===== src/rtl/core/sbgp_pkg.sv =====
package sbgp_pkg;

  // glyph geometry
  localparam int GlyphWidth  = 8;
  localparam int GlyphHeight = 16;
  localparam int GlyphCount  = 256;

  localparam int ColW   = $clog2(GlyphWidth);
  localparam int LineW  = $clog2(GlyphHeight);
  localparam int GlyphW = $clog2(GlyphCount);
  localparam int AddrW  = GlyphW + LineW;
  localparam int StoreDepth = GlyphCount * GlyphHeight;

  // field widths
  localparam int HeightW = 8;
  localparam int ColorW  = 24;
  localparam int CodeW   = 21;
  localparam int RowW    = 8;
  localparam int PixColW = 7;
  localparam int BitsW   = GlyphWidth;
  localparam int AlphaW  = 8;

  localparam int InDataW  = 56;
  localparam int OutDataW = AlphaW + ColorW;
  localparam int CfgIdxW  = 1;
  localparam int CfgDataW = ColorW;

  // fixed point
  localparam int FracW   = 16;
  localparam int WeightW = FracW + 1;
  localparam int ProdW   = 2 * FracW + 1;
  localparam int QuoW    = FracW + LineW;
  localparam int XShift  = QuoW - FracW - ColW;
  localparam int RemW    = HeightW;

  // divider pipeline
  localparam int DivSteps  = 4;
  localparam int DivStages = QuoW / DivSteps;

  // width shift from height (GlyphHeight / GlyphWidth is a power of two)
  localparam int WidthShift = LineW - ColW;

  localparam logic [CodeW-1:0] CpFirst = CodeW'(32'h20);
  localparam logic [CodeW-1:0] CpLast  = CodeW'(32'h7E);

  typedef enum logic {
    CmdLoad   = 1'b0,
    CmdRender = 1'b1
  } cmd_e;

  typedef enum logic [CfgIdxW-1:0] {
    RegTextHeight = 1'b0,
    RegFgColor    = 1'b1
  } reg_idx_e;

  typedef struct packed {
    cmd_e              cmd;
    logic              inrange;
    logic [GlyphW-1:0] glyph;
    logic [AddrW-1:0]  ld_addr;
    logic [BitsW-1:0]  ld_bits;
  } meta_t;

  typedef struct packed {
    meta_t            meta;
    logic [RemW-1:0]  ry;
    logic [QuoW-1:0]  qy;
    logic [RemW-1:0]  rx;
    logic [QuoW-1:0]  qx;
  } div_item_t;

endpackage


===== src/rtl/core/sbgp_div_pipe.sv =====
module sbgp_div_pipe import sbgp_pkg::*; (
  input  logic               clk_i,
  input  logic               rst_ni,
  input  logic               en_i,
  input  logic [HeightW-1:0] div_h_i,
  input  logic [HeightW-1:0] div_w_i,
  input  logic               in_valid_i,
  input  div_item_t          in_item_i,
  output logic               out_valid_o,
  output div_item_t          out_item_o
);

  typedef struct packed {
    logic [RemW-1:0] rem;
    logic [QuoW-1:0] quo;
  } lane_t;

  // restoring division, a few quotient bits per stage
  function automatic lane_t div_steps(input lane_t cur, input logic [RemW-1:0] dv);
    lane_t           nxt;
    logic [RemW:0]   t;
    nxt = cur;
    for (int k = 0; k < DivSteps; k++) begin
      t = {nxt.rem, 1'b0};
      if (t >= {1'b0, dv}) begin
        t = t - {1'b0, dv};
        nxt.quo = {nxt.quo[QuoW-2:0], 1'b1};
      end else begin
        nxt.quo = {nxt.quo[QuoW-2:0], 1'b0};
      end
      nxt.rem = t[RemW-1:0];
    end
    return nxt;
  endfunction

  logic      valid_q [DivStages];
  div_item_t item_q  [DivStages];

  for (genvar s = 0; s < DivStages; s++) begin : g_stage
    div_item_t src;
    logic      src_valid;
    div_item_t nxt;
    lane_t     ly;
    lane_t     lx;

    if (s == 0) begin : g_first
      assign src       = in_item_i;
      assign src_valid = in_valid_i;
    end else begin : g_next
      assign src       = item_q[s-1];
      assign src_valid = valid_q[s-1];
    end

    always_comb begin
      ly      = div_steps({src.ry, src.qy}, div_h_i);
      lx      = div_steps({src.rx, src.qx}, div_w_i);
      nxt     = src;
      nxt.ry  = ly.rem;
      nxt.qy  = ly.quo;
      nxt.rx  = lx.rem;
      nxt.qx  = lx.quo;
    end

    always_ff @(posedge clk_i or negedge rst_ni) begin
      if (!rst_ni) begin
        valid_q[s] <= 1'b0;
      end else if (en_i) begin
        valid_q[s] <= src_valid;
      end
    end

    always_ff @(posedge clk_i) begin
      if (en_i) begin
        item_q[s] <= nxt;
      end
    end
  end

  assign out_valid_o = valid_q[DivStages-1];
  assign out_item_o  = item_q[DivStages-1];

endmodule


===== config.mk =====
export PLATFORM = sky130hd
export DESIGN_NAME = sbgp_div_pipe
export DESIGN_NICKNAME = d
export VERILOG_FILES = /design/src/rtl/core/sbgp_pkg.sv /design/src/rtl/core/sbgp_div_pipe.sv
export SDC_FILE = /design/constraint.sdc
export NUM_CORES = 1
export LEC_CHECK = 0
export BUFFER_PORTS_ARGS = -buffer_cell sky130_fd_sc_hd__buf_2
export CAP_MARGIN = 20
export CORE_AREA = 2 2 231 233
export DETAILED_ROUTE_END_ITERATION = 10
export DIE_AREA = 0 0 233 235
export PLACE_DENSITY = 0.73
export SYNTH_ARGS = -nofsm -noshare
export SYNTH_HDL_FRONTEND = slang
export SYNTH_SLANG_ARGS = --single-unit

===== constraint.sdc =====
create_clock -name clk_i -period 9.5 [get_ports clk_i]
set_input_delay 1.9 -clock clk_i [delete_from_list [all_inputs] [get_ports clk_i]]
set_output_delay 1.9 -clock clk_i [all_outputs]
set_load 0.01 [all_outputs]

* Yosys cells after proc, flatten, opt, wreduce, memory -nomap -nowiden *
Memories as Yosys holds them, arrays and structs flattened.
Index checks and enable logic that the tools add are counted.

storage, ports and cells
  register bits = 5
  RAM bits = 430
  input bits = 106
  memories = 1

cells by class
  $add $sub $neg = 40
  order comparisons = 40
  muxes and demuxes = 82

memories
  name    words  width  rd ports  clocked after memory_dff  wr ports  line                 RTL
  item_q  5      86     5         0                         5         sbgp_div_pipe.sv:37  div_item_t item_q [DivStages];

operator list
  operator       number
  $ge A9 B8 Y1   40
  $mux W8        40
  $sub A8 B8 Y8  40
  $mux W1        42

* Logic depth before layout (Yosys ltp) *
An unclocked memory read counts as a cell.

  depth after elaboration = 9
  mapped depth = 45

* Least setup slack after synthesis *
OpenSTA, ideal clock, no wires.

  kind = input to register
  start = input div_h_i[0]
  end = memory item_q[0][308] in the netlist's numbering (data pin)
  library setup time = 0.260 ns
  arrival time = 10.524 ns
  required time = 9.240 ns
  path slack = -1.284 ns
  stages on the path = 38
  buffers on the path = 5
  path through = buf_4 -> inv_2 -> clkbuf_1 -> buf_1 -> clkbuf_1 -> ha_1 -> nand3_1 -> a31o_2 -> and2_1 -> buf_2 -> inv_2 -> mux2_2 -> ha_1 -> o21ai_0 -> a21oi_1 -> o41ai_2 -> o21a_1 -> o211a_1 -> (+2 left out) -> ha_1 -> a21boi_1 -> o31a_1 -> o31a_1 -> or3_1 -> a21oi_1 -> and2_1 -> inv_2 -> mux2_2 -> ha_1 -> and2_1 -> a221o_1 -> a21o_1 -> a21o_1 -> o22a_1 -> a211o_1 -> o31ai_4 -> mux2_2

RTL lines
  what                line                 RTL
  start: declaration  sbgp_div_pipe.sv:5   input logic [HeightW-1:0] div_h_i,
  end: declaration    sbgp_div_pipe.sv:37

==> out/results.ini <==
[critical_path]
path_buf_inv=5
cpPeakStageDelay_ps=400
cp_top_family=compound AO/OA/AOI/OAI gates
cp_max_fo=6
path_class=in -> reg
required_ps=9840
crit_path_top_delay_cell=mux2_2
cp-end-kind=flop
worstSetupStartpointType=primary input
crit_top_cell=o21a_1
cp.arrival_ps=9540

[yosys]
syn_area_per_cell_sq_um=10.5
synth_xor_area_share_pct=5.71
synth_enable_flop_cells=350
synth_top_family_by_area=compound AO/OA/AOI/OAI gates
synth-compound-area-share_pct=17.2
synth-simple-area-share_pct=12.8
yosysSeqAreaShare_pct=40.3
synth_adder_area_share_pct=14.5
synth_flop_cell=edfxtp_1
yosysWarnings=0
synth_cell_types=96
ys_seq_elements=355
async_reset_ff_share_pct=1.41
synth_cells=2504
netlist_area_sq_mm=0.0264
synth_mux_area_share_pct=7.31
synth_nets=2910

[sta]
fin_setup_tns_ps=0
min_period_ps=9200
rsz0062_at_grt=true
drv_slew=0
fmax_mhz=109
clock_skew_ps=28.6
timing.final.crit_share_pct=96.9
setup_violations=0
tightest_slew_ps=883
hold_viol_final=0
relSlewSlack_pct=40.3

[cells_and_area]
nets=3587
post-route-util_pct=64.9
drive_above_1_share_pct=33.0
syn_to_final_growth_pct=28.4
fin_cells=3900

[floorplan]
core_area_sq_mm=0.0522
initial_core_util_pct=50.5
dieArea_sq_mm=0.0548
fp.dieH_microns=235
ios=193
rows=84
die_x_microns=233

[global_routing]
grt_pass1_wl_mm=110
grt_max_degree=155
grt_pass1_vias=22600
antenna_found_initial=1
grt-ovfl-total=0
grt.total_usage_pct=24.5

[placement]
place.gp.congestion=0.914
dp_cells=3808
portBuffers=152
dp_hpwl_mm=51.4

[status]
outcome=complete, no violations

[cts]
holdBufCountCts=0
numClockSinks=355
clock_path_buffers=3
cts_tree=yes
htree_levels=2
cts.clk_slew.worst_paths_ps=60
root_buffer=clkbuf_16
clock_latency_ps=600
cts_inserted_buffers=40

[routing]
route.detailed.drc=0
wl_mm=67.7
drt_iter0_drc=1268
firstDrtPassIters=5
vias_per_cell=5.73
routedWlPerCell_microns=17.4
routed-via-count=22300
antenna_left=0

[min_path]
worstHoldPathType=reg -> reg

[run]
cap_violations=0

-- final timing paths --
check                           slack [ps]  depth (start not counted)                   end            from
worst max-delay path                   300                         38        item_q[0][224]      div_h_i[1]
worst min-delay path                   410                          0        item_q[0][360]  item_q[0][270]
worst max register to register        1470                         34        item_q[0][310]  item_q[0][224]
worst min register to register         410                          0        item_q[0][360]  item_q[0][270]
max in group asynchronous             8230                          1  g_stage[2].src_valid          rst_ni
min in group asynchronous             1140                          1  g_stage[3].src_valid          rst_ni
-- final cells by class --
class | instances | area, sq um
Inverter | 97 | 385
Clock inverter | 30 | 309
Fill cell | 4028 | 18300
Antenna cell | 1 | 2.50
Multi-Input combinational cell | 2004 | 15800
Tap cell | 688 | 861
Clock buffer | 42 | 1010
Timing Repair Buffer | 683 | 4940
Sequential cell | 355 | 10600
-- registers in the layout (all words and copies together), names as in the netlist --
name               cells
item_q               350
g_stage.src_valid      4
out_valid_o            1
-- layout by cell type, fill, tap and decap left out, drive strengths merged, types with 8 or more instances in the layout --
cell type,instances
xnor2,125
and2,28
a41o,11
a21oi,178
ha,290
clkbuf,42
mux2i,8
o21bai,16
a31oi,25
a211o,9
nand4,17
o31a,11
inv,96
nor3,89
nand2b,45
nor4,8
clkinv,18
o31ai,23
a21boi,14
nor2,239
buf,683
or2,20
fa,10
edfxtp,350
o211ai,22
o21a,88
clkinvlp,10
o21ai,132
nor2b,55
xor2,47
a211oi,22
and3,13
a31o,8
nand3,22
a21o,49
or3,18
and4,10
mux2,164
nand2,92
-- metrics by stage --
step                      worst slack (ps)  hold slack (ps)  area (sq um)
final                                  296              410         33900
after floorplan                       -220              400         26800
after detailed placement              -480              405         32100
after global placement                -232              400         32100
after CTS                              112              411         33400
after global routing                 -84.5              417         33900
-- kinds of logic (layout without fill, tap and decap cells) --
group / after synthesis / in the layout
buffers and inverters: 145 / 852
multiplexers: 172 / 172
other: 0 / 1
flip-flops: 355 / 355
AND/OR/NAND/NOR: 681 / 681
XOR/XNOR: 172 / 172
AO/OA/AOI/OAI: 679 / 679
adder cells (fa/ha/maj): 300 / 300
-- per-layer routing --
metal	GRT usage (%)	up-vias	share of wire (%)
li1	-	10900	-
met1	33.4	10700	45
met2	40.3	588	47
met3	3.18	155	5.2
met4	8.36	0	2.8
met5	0	-	0
-- cell usage after synthesis, types with 47 or more instances --
| cell | number | share of area (%) |
|---|---|---|
| edfxtp_1 | 350 | 40 |
| ha_1 | 290 | 14 |
| nor2_1 | 237 | 3.4 |
| a21oi_1 | 177 | 3.4 |
| mux2_2 | 163 | 7.0 |
| xnor2_1 | 125 | 4.1 |
| o21ai_0 | 122 | 2.3 |
| nand2_1 | 92 | 1.3 |
| inv_1 | 88 | 1.3 |
| o21a_1 | 88 | 2.5 |
| nor3_1 | 86 | 1.6 |
| nor2b_1 | 55 | 1.3 |
| a21o_1 | 49 | 1.4 |
| xor2_1 | 47 | 1.6 |
-- timing repair --
| item | in CTS | in global routing |
|---|---|---|
| buffers inserted | 0 | 19 |
| setup endpoints to repair | 0 | 84 |
| gates resized for setup | 0 | 90 |
Power is left out: the tool's default activity adds up to more than one toggle a clock period on the data nets, which glitch-free logic cannot reach.
